==> src/hw/rtl/otsm_pkg.sv <==
`default_nettype none
// ----------------------------------------------------------------------------
// otsm_pkg - shared types and constants for the object track status machine
// Payload words, register file view, controller commands and status coding.
// ----------------------------------------------------------------------------

package otsm_pkg;

	localparam int COORD_BITS = 12;
	localparam int COLOR_BITS = 8;
	localparam int TICK_BITS  = 8;
	localparam int DISP_BITS  = 24;

	// 0.99 as Q16
	localparam int DECAY_Q16   = 64881;
	localparam int DECAY_SHIFT = 16;

	localparam logic OP_DETECT = 1'b0;
	localparam logic OP_TICK   = 1'b1;

	localparam logic [2:0] STATUS_STATIONARY = 3'd0;
	localparam logic [2:0] STATUS_MOVING     = 3'd1;
	localparam logic [2:0] STATUS_OCCLUDED   = 3'd2;
	localparam logic [2:0] STATUS_GONE       = 3'd3;
	localparam logic [2:0] STATUS_NONE       = 3'd4;

	typedef struct packed {
		logic                  operation;
		logic [COORD_BITS-1:0] pos_x;
		logic [COORD_BITS-1:0] pos_y;
		logic [COLOR_BITS-1:0] color;
		logic                  check_color;
	} det_word_t;

	typedef struct packed {
		logic                        accepted;
		logic [2:0]                  status;
		logic                        in_motion;
		logic signed [DISP_BITS-1:0] disp_x;
		logic signed [DISP_BITS-1:0] disp_y;
	} res_word_t;

	typedef struct packed {
		logic [COLOR_BITS-1:0] mean_color;
		logic [COORD_BITS-1:0] start_x;
		logic [COORD_BITS-1:0] start_y;
		logic [COLOR_BITS-1:0] color_tolerance;
		logic [COORD_BITS-1:0] motion_threshold;
		logic [TICK_BITS-1:0]  occlude_ticks;
		logic [TICK_BITS-1:0]  gone_ticks;
		logic                  tracking_enabled;
	} cfg_t;

	// position load on a start_x / start_y write
	typedef struct packed {
		logic                  ld_x;
		logic                  ld_y;
		logic [COORD_BITS-1:0] value;
	} obj_load_t;

	typedef enum logic [2:0] {
		MUL_DECAY_X,
		MUL_DECAY_Y,
		MUL_SQUARE_X,
		MUL_SQUARE_Y,
		MUL_THRESH
	} mul_sel_t;

	typedef struct packed {
		logic     ld_item;
		mul_sel_t mul_sel;
		logic     ld_dx;
		logic     ld_dy;
		logic     sum_ld;
		logic     sum_add;
		logic     commit;
	} cmd_t;

	typedef struct packed {
		logic is_update;
	} stat_t;

	function automatic logic [2:0] status_code(input logic vis, input logic mov,
			input logic occ, input logic gone);
		logic [2:0] code;
		if (vis && !mov && !gone && !occ)
			code = STATUS_STATIONARY;
		else if (vis && mov && !gone && !occ)
			code = STATUS_MOVING;
		else if (occ && !gone)
			code = STATUS_OCCLUDED;
		else if (gone)
			code = STATUS_GONE;
		else
			code = STATUS_NONE;
		return code;
	endfunction

endpackage

`default_nettype wire

==> src/hw/rtl/otsm_ctrl.sv <==
`default_nettype none
// ----------------------------------------------------------------------------
// otsm_ctrl - sequencer for the object track status machine
// Steps the shared multiplier through decay, squares and threshold (only
// decay X for non-updates), then commits once the result register is free.
// ----------------------------------------------------------------------------

module otsm_ctrl (
	input  wire                   clk,
	input  wire                   arst_n,
	input  wire                   det_valid,
	output logic                  det_stall,
	output logic                  res_valid,
	input  wire                   res_stall,
	input  wire otsm_pkg::stat_t  stat,
	output otsm_pkg::cmd_t        cmd
);

	typedef enum logic [2:0] {
		S_IDLE,
		S_DECAY_X,
		S_DECAY_Y,
		S_SQUARE_X,
		S_SQUARE_Y,
		S_THRESH,
		S_COMMIT
	} state_t;

	state_t state_q;
	logic   res_valid_q;
	logic   res_free;

	assign res_free  = !res_valid_q || !res_stall;
	assign det_stall = (state_q != S_IDLE);
	assign res_valid = res_valid_q;

	always_comb begin
		cmd         = '0;
		cmd.mul_sel = otsm_pkg::MUL_THRESH;
		case (state_q)
			S_IDLE: begin
				cmd.ld_item = det_valid;
			end
			S_DECAY_X: begin
				cmd.mul_sel = otsm_pkg::MUL_DECAY_X;
			end
			S_DECAY_Y: begin
				cmd.mul_sel = otsm_pkg::MUL_DECAY_Y;
				cmd.ld_dx   = 1'b1;
			end
			S_SQUARE_X: begin
				cmd.mul_sel = otsm_pkg::MUL_SQUARE_X;
				cmd.ld_dy   = 1'b1;
			end
			S_SQUARE_Y: begin
				cmd.mul_sel = otsm_pkg::MUL_SQUARE_Y;
				cmd.sum_ld  = 1'b1;
			end
			S_THRESH: begin
				cmd.mul_sel = otsm_pkg::MUL_THRESH;
				cmd.sum_add = 1'b1;
			end
			S_COMMIT: begin
				// hold thr^2 in the product register while waiting
				cmd.mul_sel = otsm_pkg::MUL_THRESH;
				cmd.commit  = res_free;
			end
			default: begin
				cmd = '0;
			end
		endcase
	end

	always_ff @(posedge clk or negedge arst_n) begin
		if (!arst_n) begin
			state_q     <= S_IDLE;
			res_valid_q <= 1'b0;
		end else begin
			if (cmd.commit)
				res_valid_q <= 1'b1;
			else if (!res_stall)
				res_valid_q <= 1'b0;

			case (state_q)
				S_IDLE: begin
					if (det_valid)
						state_q <= S_DECAY_X;
				end
				S_DECAY_X: begin
					state_q <= stat.is_update ? S_DECAY_Y : S_COMMIT;
				end
				S_DECAY_Y:  state_q <= S_SQUARE_X;
				S_SQUARE_X: state_q <= S_SQUARE_Y;
				S_SQUARE_Y: state_q <= S_THRESH;
				S_THRESH:   state_q <= S_COMMIT;
				S_COMMIT: begin
					if (res_free)
						state_q <= S_IDLE;
				end
				default: state_q <= S_IDLE;
			endcase
		end
	end

endmodule

`default_nettype wire

==> src/hw/rtl/otsm_dp.sv <==
`default_nettype none
// ----------------------------------------------------------------------------
// otsm_dp - datapath of the object track status machine
// Track state, one shared signed multiplier, decay/saturate and commit logic.
// ----------------------------------------------------------------------------

module otsm_dp #(
	parameter int FRAC_BITS = 8
) (
	input  wire                        clk,
	input  wire                        arst_n,
	input  wire otsm_pkg::det_word_t   det_word,
	input  wire otsm_pkg::cfg_t        cfg,
	input  wire otsm_pkg::obj_load_t   obj_load,
	input  wire otsm_pkg::cmd_t        cmd,
	output otsm_pkg::stat_t            stat,
	output otsm_pkg::res_word_t        res_word
);

	localparam int CB     = otsm_pkg::COORD_BITS;
	localparam int DB     = otsm_pkg::DISP_BITS;
	localparam int MUL_W  = (CB + 1 + FRAC_BITS > DB + 1) ? CB + 1 + FRAC_BITS : DB + 1;
	localparam int PROD_W = 2 * MUL_W;

	localparam logic signed [MUL_W-1:0]  DECAY_OP = MUL_W'(otsm_pkg::DECAY_Q16);
	localparam logic signed [PROD_W-1:0] ROUND_OP = PROD_W'(1 << (otsm_pkg::DECAY_SHIFT - 1));
	localparam logic signed [PROD_W-1:0] SAT_HI   = PROD_W'((1 << (DB - 1)) - 1);
	localparam logic signed [PROD_W-1:0] SAT_LO   = -SAT_HI - PROD_W'(1);
	localparam logic [otsm_pkg::TICK_BITS-1:0] TICK_MAX = '1;

	otsm_pkg::det_word_t item_q;

	logic [CB-1:0]             obj_x_q, obj_y_q;
	logic signed [DB-1:0]      accum_dx_q, accum_dy_q;
	logic [otsm_pkg::TICK_BITS-1:0] unseen_q;
	logic seen_q, visible_q, gone_q, moving_q;
	logic rep_vis_q, rep_mov_q, rep_occ_q, rep_gone_q;

	logic signed [DB-1:0]     dx_q, dy_q;
	logic signed [PROD_W-1:0] prod_q, sum_q;
	logic signed [MUL_W-1:0]  mul_a, mul_b, thr_op;
	logic signed [PROD_W-1:0] dec_val, disp_next;
	logic signed [CB:0]       diff;

	logic match, tol_lo_ok, tol_hi_ok;

	// next-state view at commit
	logic [CB-1:0]        obj_x_d, obj_y_d;
	logic signed [DB-1:0] accum_dx_d, accum_dy_d;
	logic [otsm_pkg::TICK_BITS-1:0] unseen_d, cnt_inc;
	logic seen_d, visible_d, gone_d, moving_d;
	logic rep_vis_d, rep_mov_d, rep_occ_d, rep_gone_d;
	logic accepted_d, mv;

	function automatic logic signed [PROD_W-1:0] sat_disp(input logic signed [PROD_W-1:0] v);
		logic signed [PROD_W-1:0] r;
		if (v > SAT_HI)
			r = SAT_HI;
		else if (v < SAT_LO)
			r = SAT_LO;
		else
			r = v;
		return r;
	endfunction

	// color - tol < mean < color + tol
	assign tol_lo_ok = ({1'b0, cfg.mean_color} + {1'b0, cfg.color_tolerance})
		> {1'b0, item_q.color};
	assign tol_hi_ok = ({1'b0, item_q.color} + {1'b0, cfg.color_tolerance})
		> {1'b0, cfg.mean_color};
	assign match = tol_lo_ok && tol_hi_ok;

	assign stat.is_update = (item_q.operation == otsm_pkg::OP_DETECT) && item_q.check_color
		&& cfg.tracking_enabled && match;

	assign thr_op = $signed(MUL_W'(cfg.motion_threshold)) <<< FRAC_BITS;

	always_comb begin
		case (cmd.mul_sel)
			otsm_pkg::MUL_DECAY_X: begin
				mul_a = MUL_W'(accum_dx_q);
				mul_b = DECAY_OP;
			end
			otsm_pkg::MUL_DECAY_Y: begin
				mul_a = MUL_W'(accum_dy_q);
				mul_b = DECAY_OP;
			end
			otsm_pkg::MUL_SQUARE_X: begin
				mul_a = MUL_W'(dx_q);
				mul_b = MUL_W'(dx_q);
			end
			otsm_pkg::MUL_SQUARE_Y: begin
				mul_a = MUL_W'(dy_q);
				mul_b = MUL_W'(dy_q);
			end
			default: begin
				mul_a = thr_op;
				mul_b = thr_op;
			end
		endcase
	end

	// rounded decay plus (old - new) << FRAC, shared by both axes
	always_comb begin
		if (cmd.ld_dy)
			diff = $signed({1'b0, obj_y_q}) - $signed({1'b0, item_q.pos_y});
		else
			diff = $signed({1'b0, obj_x_q}) - $signed({1'b0, item_q.pos_x});
		dec_val   = (prod_q + ROUND_OP) >>> otsm_pkg::DECAY_SHIFT;
		disp_next = sat_disp(dec_val + (PROD_W'(diff) <<< FRAC_BITS));
	end

	always_ff @(posedge clk) begin
		prod_q <= mul_a * mul_b;
		if (cmd.ld_item)
			item_q <= det_word;
		if (cmd.ld_dx)
			dx_q <= DB'(disp_next);
		if (cmd.ld_dy)
			dy_q <= DB'(disp_next);
		if (cmd.sum_ld)
			sum_q <= prod_q;
		else if (cmd.sum_add)
			sum_q <= sum_q + prod_q;
	end

	always_comb begin
		obj_x_d    = obj_x_q;
		obj_y_d    = obj_y_q;
		accum_dx_d = accum_dx_q;
		accum_dy_d = accum_dy_q;
		unseen_d   = unseen_q;
		seen_d     = seen_q;
		visible_d  = visible_q;
		gone_d     = gone_q;
		moving_d   = moving_q;
		rep_vis_d  = rep_vis_q;
		rep_mov_d  = rep_mov_q;
		rep_occ_d  = rep_occ_q;
		rep_gone_d = rep_gone_q;
		accepted_d = 1'b0;
		mv         = sum_q > prod_q;
		cnt_inc    = (unseen_q != TICK_MAX) ? unseen_q + 1'b1 : unseen_q;

		if (item_q.operation == otsm_pkg::OP_DETECT) begin
			if (!item_q.check_color || stat.is_update) begin
				seen_d     = 1'b1;
				visible_d  = 1'b1;
				rep_vis_d  = 1'b1;
				gone_d     = 1'b0;
				rep_occ_d  = 1'b0;
				rep_gone_d = 1'b0;
			end
			if (stat.is_update) begin
				obj_x_d    = item_q.pos_x;
				obj_y_d    = item_q.pos_y;
				unseen_d   = '0;
				moving_d   = mv;
				rep_mov_d  = mv;
				// a moving update restarts the displacement
				accum_dx_d = mv ? '0 : dx_q;
				accum_dy_d = mv ? '0 : dy_q;
				accepted_d = 1'b1;
			end else if (item_q.check_color && cfg.tracking_enabled) begin
				seen_d    = 1'b0;
				moving_d  = 1'b0;
				rep_mov_d = 1'b0;
				rep_vis_d = visible_q;
			end
		end else begin
			if (!seen_q) begin
				unseen_d  = cnt_inc;
				rep_vis_d = 1'b0;
				if (cnt_inc > cfg.occlude_ticks && cnt_inc < cfg.gone_ticks) begin
					if (visible_q)
						rep_occ_d = 1'b1;
					visible_d = 1'b0;
				end else if (cnt_inc >= cfg.gone_ticks) begin
					if (!gone_q) begin
						rep_gone_d = 1'b1;
						rep_occ_d  = 1'b0;
					end else begin
						rep_gone_d = 1'b0;
					end
					gone_d = 1'b1;
				end
			end
			seen_d = 1'b0;
		end
	end

	always_ff @(posedge clk or negedge arst_n) begin
		if (!arst_n) begin
			obj_x_q    <= '0;
			obj_y_q    <= '0;
			accum_dx_q <= '0;
			accum_dy_q <= '0;
			unseen_q   <= '0;
			seen_q     <= 1'b0;
			visible_q  <= 1'b0;
			gone_q     <= 1'b0;
			moving_q   <= 1'b0;
			rep_vis_q  <= 1'b0;
			rep_mov_q  <= 1'b0;
			rep_occ_q  <= 1'b0;
			rep_gone_q <= 1'b0;
		end else if (cmd.commit) begin
			obj_x_q    <= obj_x_d;
			obj_y_q    <= obj_y_d;
			accum_dx_q <= accum_dx_d;
			accum_dy_q <= accum_dy_d;
			unseen_q   <= unseen_d;
			seen_q     <= seen_d;
			visible_q  <= visible_d;
			gone_q     <= gone_d;
			moving_q   <= moving_d;
			rep_vis_q  <= rep_vis_d;
			rep_mov_q  <= rep_mov_d;
			rep_occ_q  <= rep_occ_d;
			rep_gone_q <= rep_gone_d;
		end else begin
			if (obj_load.ld_x)
				obj_x_q <= obj_load.value;
			if (obj_load.ld_y)
				obj_y_q <= obj_load.value;
		end
	end

	always_ff @(posedge clk) begin
		if (cmd.commit) begin
			res_word.accepted  <= accepted_d;
			res_word.status    <= otsm_pkg::status_code(rep_vis_d, rep_mov_d,
				rep_occ_d, rep_gone_d);
			res_word.in_motion <= moving_d;
			res_word.disp_x    <= accum_dx_d;
			res_word.disp_y    <= accum_dy_d;
		end
	end

endmodule

`default_nettype wire

==> src/hw/rtl/object_track_status_machine.sv <==
`default_nettype none
// ----------------------------------------------------------------------------
// object_track_status_machine - status keeper for one tracked object
// Detection words update position, decayed displacement and motion flags;
// tick words age an unseen object to occluded and then gone.
// ----------------------------------------------------------------------------
// Sequence: a colour-checked detection that matches, with tracking on, steps
//   through decay X, decay Y, square X, square Y, threshold and commit; every
//   other word goes from decay X straight to commit, which waits for a free
//   result register. Throughput: one word in flight; the one shared multiplier
//   forms the two decay products, the two squares and the squared threshold.
// Reset: arst_n clears all track state and loads register defaults
//   (tolerance 5, threshold 30, occlude 10, gone 60, tracking on).

module object_track_status_machine #(
	parameter int FRAC_BITS = 8
) (
	input  wire                       clk,
	input  wire                       arst_n,
	// detection / tick words
	input  wire                       det_valid,
	output logic                      det_stall,
	input  wire otsm_pkg::det_word_t  det_word,
	// result words
	output logic                      res_valid,
	input  wire                       res_stall,
	output otsm_pkg::res_word_t       res_word,
	// register port
	input  wire                       psel,
	input  wire                       penable,
	input  wire                       pwrite,
	input  wire  [4:0]                paddr,
	input  wire  [31:0]               pwdata,
	output logic [31:0]               prdata,
	output logic                      pready
);

	// register index = paddr[4:2]
	localparam logic [2:0] REG_MEAN_COLOR  = 3'd0;
	localparam logic [2:0] REG_START_X     = 3'd1;
	localparam logic [2:0] REG_START_Y     = 3'd2;
	localparam logic [2:0] REG_COLOR_TOL   = 3'd3;
	localparam logic [2:0] REG_MOTION_THR  = 3'd4;
	localparam logic [2:0] REG_OCCLUDE     = 3'd5;
	localparam logic [2:0] REG_GONE        = 3'd6;
	localparam logic [2:0] REG_TRACK_EN    = 3'd7;

	localparam int CB = otsm_pkg::COORD_BITS;
	localparam int KB = otsm_pkg::COLOR_BITS;
	localparam int TB = otsm_pkg::TICK_BITS;

	otsm_pkg::cfg_t      cfg_q;
	otsm_pkg::obj_load_t obj_load;
	otsm_pkg::cmd_t      cmd;
	otsm_pkg::stat_t     stat;

	logic       reg_wr;
	logic [2:0] reg_idx;

	assign pready  = 1'b1;
	assign reg_wr  = psel && penable && pwrite && pready;
	assign reg_idx = paddr[4:2];

	// a start position write also moves the stored position, unless a commit lands in the same cycle
	assign obj_load.ld_x  = reg_wr && (reg_idx == REG_START_X);
	assign obj_load.ld_y  = reg_wr && (reg_idx == REG_START_Y);
	assign obj_load.value = pwdata[CB-1:0];

	always_ff @(posedge clk or negedge arst_n) begin
		if (!arst_n) begin
			cfg_q.mean_color       <= '0;
			cfg_q.start_x          <= '0;
			cfg_q.start_y          <= '0;
			cfg_q.color_tolerance  <= KB'(5);
			cfg_q.motion_threshold <= CB'(30);
			cfg_q.occlude_ticks    <= TB'(10);
			cfg_q.gone_ticks       <= TB'(60);
			cfg_q.tracking_enabled <= 1'b1;
		end else if (reg_wr) begin
			case (reg_idx)
				REG_MEAN_COLOR: cfg_q.mean_color       <= pwdata[KB-1:0];
				REG_START_X:    cfg_q.start_x          <= pwdata[CB-1:0];
				REG_START_Y:    cfg_q.start_y          <= pwdata[CB-1:0];
				REG_COLOR_TOL:  cfg_q.color_tolerance  <= pwdata[KB-1:0];
				REG_MOTION_THR: cfg_q.motion_threshold <= pwdata[CB-1:0];
				REG_OCCLUDE:    cfg_q.occlude_ticks    <= pwdata[TB-1:0];
				REG_GONE:       cfg_q.gone_ticks       <= pwdata[TB-1:0];
				REG_TRACK_EN:   cfg_q.tracking_enabled <= pwdata[0];
				default: ;
			endcase
		end
	end

	always_comb begin
		case (reg_idx)
			REG_MEAN_COLOR: prdata = 32'(cfg_q.mean_color);
			REG_START_X:    prdata = 32'(cfg_q.start_x);
			REG_START_Y:    prdata = 32'(cfg_q.start_y);
			REG_COLOR_TOL:  prdata = 32'(cfg_q.color_tolerance);
			REG_MOTION_THR: prdata = 32'(cfg_q.motion_threshold);
			REG_OCCLUDE:    prdata = 32'(cfg_q.occlude_ticks);
			REG_GONE:       prdata = 32'(cfg_q.gone_ticks);
			REG_TRACK_EN:   prdata = 32'(cfg_q.tracking_enabled);
			default:        prdata = '0;
		endcase
	end

	otsm_ctrl u_ctrl (
		.clk       (clk),
		.arst_n    (arst_n),
		.det_valid (det_valid),
		.det_stall (det_stall),
		.res_valid (res_valid),
		.res_stall (res_stall),
		.stat      (stat),
		.cmd       (cmd)
	);

	otsm_dp #(
		.FRAC_BITS (FRAC_BITS)
	) u_dp (
		.clk      (clk),
		.arst_n   (arst_n),
		.det_word (det_word),
		.cfg      (cfg_q),
		.obj_load (obj_load),
		.cmd      (cmd),
		.stat     (stat),
		.res_word (res_word)
	);

	// ---- checks ----

	// a new result only appears after a commit
	a_res_from_commit: assert property (@(posedge clk) disable iff (!arst_n)
		$rose(res_valid) |-> $past(cmd.commit))
		else $error("result valid without commit");

	// commit never overwrites a stalled result
	a_no_overwrite: assert property (@(posedge clk) disable iff (!arst_n)
		cmd.commit |-> !(res_valid && res_stall))
		else $error("commit over stalled result");

	// an accepted update always reports stationary or moving
	a_accept_status: assert property (@(posedge clk) disable iff (!arst_n)
		(res_valid && res_word.accepted) |->
		(res_word.status == otsm_pkg::STATUS_STATIONARY ||
		 res_word.status == otsm_pkg::STATUS_MOVING))
		else $error("accepted update with odd status");

	// a moving update restarts the displacement
	a_moving_clears: assert property (@(posedge clk) disable iff (!arst_n)
		(res_valid && res_word.accepted && res_word.in_motion) |->
		(res_word.disp_x == '0 && res_word.disp_y == '0))
		else $error("moving update kept displacement");

endmodule

`default_nettype wire
==> config.mk <==
export PLATFORM = sky130hd
export DESIGN_NAME = object_track_status_machine
export DESIGN_NICKNAME = d
export VERILOG_FILES = /design/src/hw/rtl/otsm_pkg.sv /design/src/hw/rtl/otsm_ctrl.sv /design/src/hw/rtl/otsm_dp.sv /design/src/hw/rtl/object_track_status_machine.sv
export SDC_FILE = /design/constraint.sdc
export NUM_CORES = 2
export LEC_CHECK = 0
export ABC_AREA = 1
export BUFFER_PORTS_ARGS = -buffer_cell sky130_fd_sc_hd__buf_4
export CORE_MARGIN = 2
export CORE_UTILIZATION = 30
export DETAILED_ROUTE_END_ITERATION = 6
export SLEW_MARGIN = 10
export SYNTH_ARGS = -nofsm -noshare
export SYNTH_HDL_FRONTEND = slang
export SYNTH_SLANG_ARGS = --single-unit
==> constraint.sdc <==
create_clock -name clk -period 7.1 [get_ports clk]
set_clock_uncertainty 0.05 [all_clocks]
set_input_delay 1.42 -clock clk [delete_from_list [all_inputs] [get_ports clk]]
set_output_delay 1.42 -clock clk [all_outputs]
set_load 0.02 [all_outputs]
==> out/results.md <==
| Metric | Value |
|---|---|
| Total clock buffers created by CTS | 46 |
| Core box area | 0.1589 mm^2 |
| Area growth from synthesis to final layout | 23.82% |
| Die H | 404.5 um |
| Clock tree from TritonCTS | built |
| CP delay by family, top | adder cells |
| Number of stages on the worst setup path | 33 |
| Outcome | finished with violations |
| Total placed cells including tap cells | 8477 |
| Distinct cells, synth | 69 |
| R2r endpoint | u_dp.prod_q[47] |
| Post-layout minimum cycle time | 7.794 ns |
| WHS Path Cells | 2 |
| Overall global routing resource usage | 20.56% |
| Sequential cell area fraction in the yosys report | 22.03% |
| Total number of nets in the final design | 7582 |
| Final clock period utilization by the worst path | 109.8% |
| Class of the most critical setup path | register to register |
| Signal arrival time at the worst endpoint | 8.25 ns |
| Worst setup slack for register-to-register paths | -0.69 ns |
| Hold path startpoint | cfg_q[27] |
| CP max stage delay | 0.59 ns |
| Die width | 404.5 um |
| Vias after detailed routing | 41.79k |
| Source of the worst register-to-register timing path | u_ctrl.state_q[1] |
| Final Max Tran Viols | 0 |
| End point of the most critical hold path | cfg_q[27] |
| Endpoints failing hold | 0 |
| Kind of path behind the tightest hold check | register to register |
| Complex-gate fraction of the synthesized area | 10.53% |
| Most frequent cells in the layout | inv_1, nand2_1, buf_4 |
| I/O Pins | 166 |
| Post-synthesis register bit count | 396 |
| Cell with the largest stage delay on the worst path | fa_1 |
| First-pass detailed-route iteration total | 5 |
| H-Tree Depth | 2 |
| Arithmetic-cell share of the synthesized area counting full adders, half adders and majority gates | 35.77% |
| Number of warnings printed during yosys synthesis | 0 |
| Slew margin rel. | 19.47% |
| Maximum number of pins on one net before global-route repair | 94 |
| Total of buffers placed on input and output ports | 122 |
| Number of standard cells after synthesis | 5887 |
| Via count of the first global-routing pass | 42.19k |
| Critical Path Most Common Cell | fa_1 |
| Standard-cell row count | 146 |
| Global-route wire length before repair | 256900 um |
| Iteration-0 DRC count of the detailed router | 3438 |
| Dominant synthesized flop cell | edfxtp_1 |
| Average vias per placed instance | 4.845 |
| Critical-path maximum fanout | 11 |
| Antenna diode count | 0 |
| GPL Wtd Cong | 0.9915 |
| Share of cells above drive strength 1 | 19.09% |
| DRC violations left | 0 |
| Most common cell after layout, fill and taps aside | inv_1 |
| Sink count of the clock tree | 396 |
| Routed Wire Length | 168600 um |
| XOR/XNOR Fraction of Synth Area | 2.475% |
| Number of antenna violations at the first check in global routing | 4 |
| Remaining global-route overflow | 0 |
| Element type at the critical path end | register |
| Average cell area after synthesis | 8.174 um^2 |
| Number of cell instances on the worst register-to-register path | 33 |
| Number of enable flip-flop cells after synthesis | 185 |
| Starting density of the core | 30.28% |
| Final HPWL DP | 141400 um |
| Fin worst setup slack | -0.6939 ns |
| Non-filler cells in the finished layout | 8626 |
| Hold-fix buffer count after cts | 0 |
| FFs w/ async S/R, synth | 40.66% |
| Average wire per cell in the routed design | 19.55 um |
| Failing checks | negative setup slack |
| Required time of the critical path | 7.56 ns |
| Startpoint Class | register |
| Longest Clk Path Bufs | 3 |
| Netlist area before placement | 0.04812 mm^2 |
| Die Footprint | 0.1636 mm^2 |
| Detail Route Antenna Nets | 0 |
| Timing-limited maximum frequency | 0.1283 GHz |
| Root Driver | clkbuf_16 |
| Critical path buffer and inverter count | 12 |
| Portion of netlist area occupied by mux cells | 0.02080% |
| Clock insertion delay at the later pin of the skew report | 0.61 ns |
| Max cap viols | 0 |
| Setup repair after global routing missed its margin | yes |
| Endpoints failing setup | 34 |
| Simple-gate share of the synthesized area | 16.85% |
| Transition time of the tightest slew-check pin | 1.198 ns |
| Clock slew at reported path FFs | 0.06 ns |
| Largest family of logic cells by synthesized area | adder cells |
-- worst reg2reg max path: cells and delay by family, from the launching register on --
| kind | cells | cell delay [ns] |
|---|---|---|
| compound gates | 2 | 0.44 |
| xor+xnor | 1 | 0.21 |
| fa+ha+maj | 8 | 3.86 |
| buf+inv | 12 | 1.51 |
| flops | 1 | 0.43 |
| simple gates | 10 | 1.19 |
-- state kept, by name, summed over array words and instances, names as in the netlist, 24 cells and up --
signal and count:
cfg_q 69, u_dp.res_word 53, u_dp.prod_q 50, u_dp.sum_q 50, u_dp.item_q 34, u_dp.accum_dx_q 24
u_dp.accum_dy_q 24, u_dp.dx_q 24, u_dp.dy_q 24
-- stage by stage --
step | TNS, ns | setup slack (ns) | hold WS (ns) | instance area [um^2] | utilization (%)
floorplan | -0.2123 | -0.04406 | 0.4030 | 48920 | -
global placement | -24.48 | -0.9018 | 0.4176 | 55970 | 35.22
detailed placement | -24.42 | -0.9057 | 0.4235 | 55970 | 35.22
CTS | -15.72 | -0.6122 | 0.4387 | 58330 | 36.70
global route | -25.63 | -0.9410 | 0.4666 | 59580 | 37.49
finish | -18.11 | -0.6939 | 0.4344 | 59580 | 37.49
-- logic make-up (layout without fill, tap and decap cells) --
logic type,after synthesis,after routing
muxes,1,1
xor gates and xnor gates,136,136
and+or+nand+nor,1973,1973
AOI/OAI and AO/OA,869,869
other,2,21
buffers and inverters,1523,2171
DFF,396,396
adders and majority gates,987,987
-- how the worst max path moves through the flow --
stage               slack (ns)               from               to
floorplan                -0.04  u_ctrl.state_q[1]  u_dp.prod_q[29]
global placement         -0.90  u_ctrl.state_q[0]  u_dp.prod_q[46]
detailed placement       -0.91  u_ctrl.state_q[0]  u_dp.prod_q[48]
CTS                      -0.61  u_ctrl.state_q[0]  u_dp.prod_q[46]
global route             -0.94  u_ctrl.state_q[1]  u_dp.prod_q[44]
finish                   -0.69  u_ctrl.state_q[1]  u_dp.prod_q[47]
-- routing by layer --
metal  routed length (um)  GRT usage (%)
met3                11810          2.779
met5                   22              0
met1                73870          28.67
met2                76110          32.93
met4                 6802          6.533
-- what timing repair did --
action                                  CTS  global route
endpoints found under the setup margin   38            38
gates resized for setup                 149           239
cloned                                    1             2
pin swaps                                31            54
buffers inserted                         25            38
-- Yosys cell counts (28+ instances only) --
cell type / n / share of area (%)
xor2_1: 92 / 1.7
clkbuf_1: 73 / 0.57
a21oi_1: 252 / 2.6
nand3_1: 188 / 2.0
nor3_1: 45 / 0.47
dfrtp_1: 148 / 7.7
xnor2_1: 44 / 0.80
inv_1: 1331 / 10
fa_1: 648 / 27
buf_4: 28 / 0.44
o21ai_0: 368 / 3.8
ha_1: 339 / 8.8
dfxtp_1: 50 / 2.1
o22ai_1: 71 / 0.92
edfxtp_1: 185 / 12
nor2_1: 594 / 4.6
buf_2: 60 / 0.62
nand2_1: 1020 / 8.0
nand4_1: 46 / 0.60
-- area by class of cell --
type	instances	area (um^2)
clock buffers	57	1232
fillers	16180	99340
repair inverters	1	7.507
flip-flops and latches	396	10600
well taps	2072	2592
inverters	1358	5176
repair buffers	727	6077
multi-input cells	3987	33590
clock inverters	28	304.0
Power is left out: the tool's default activity adds up to more than one toggle a clock period on the data nets, which glitch-free logic cannot reach.
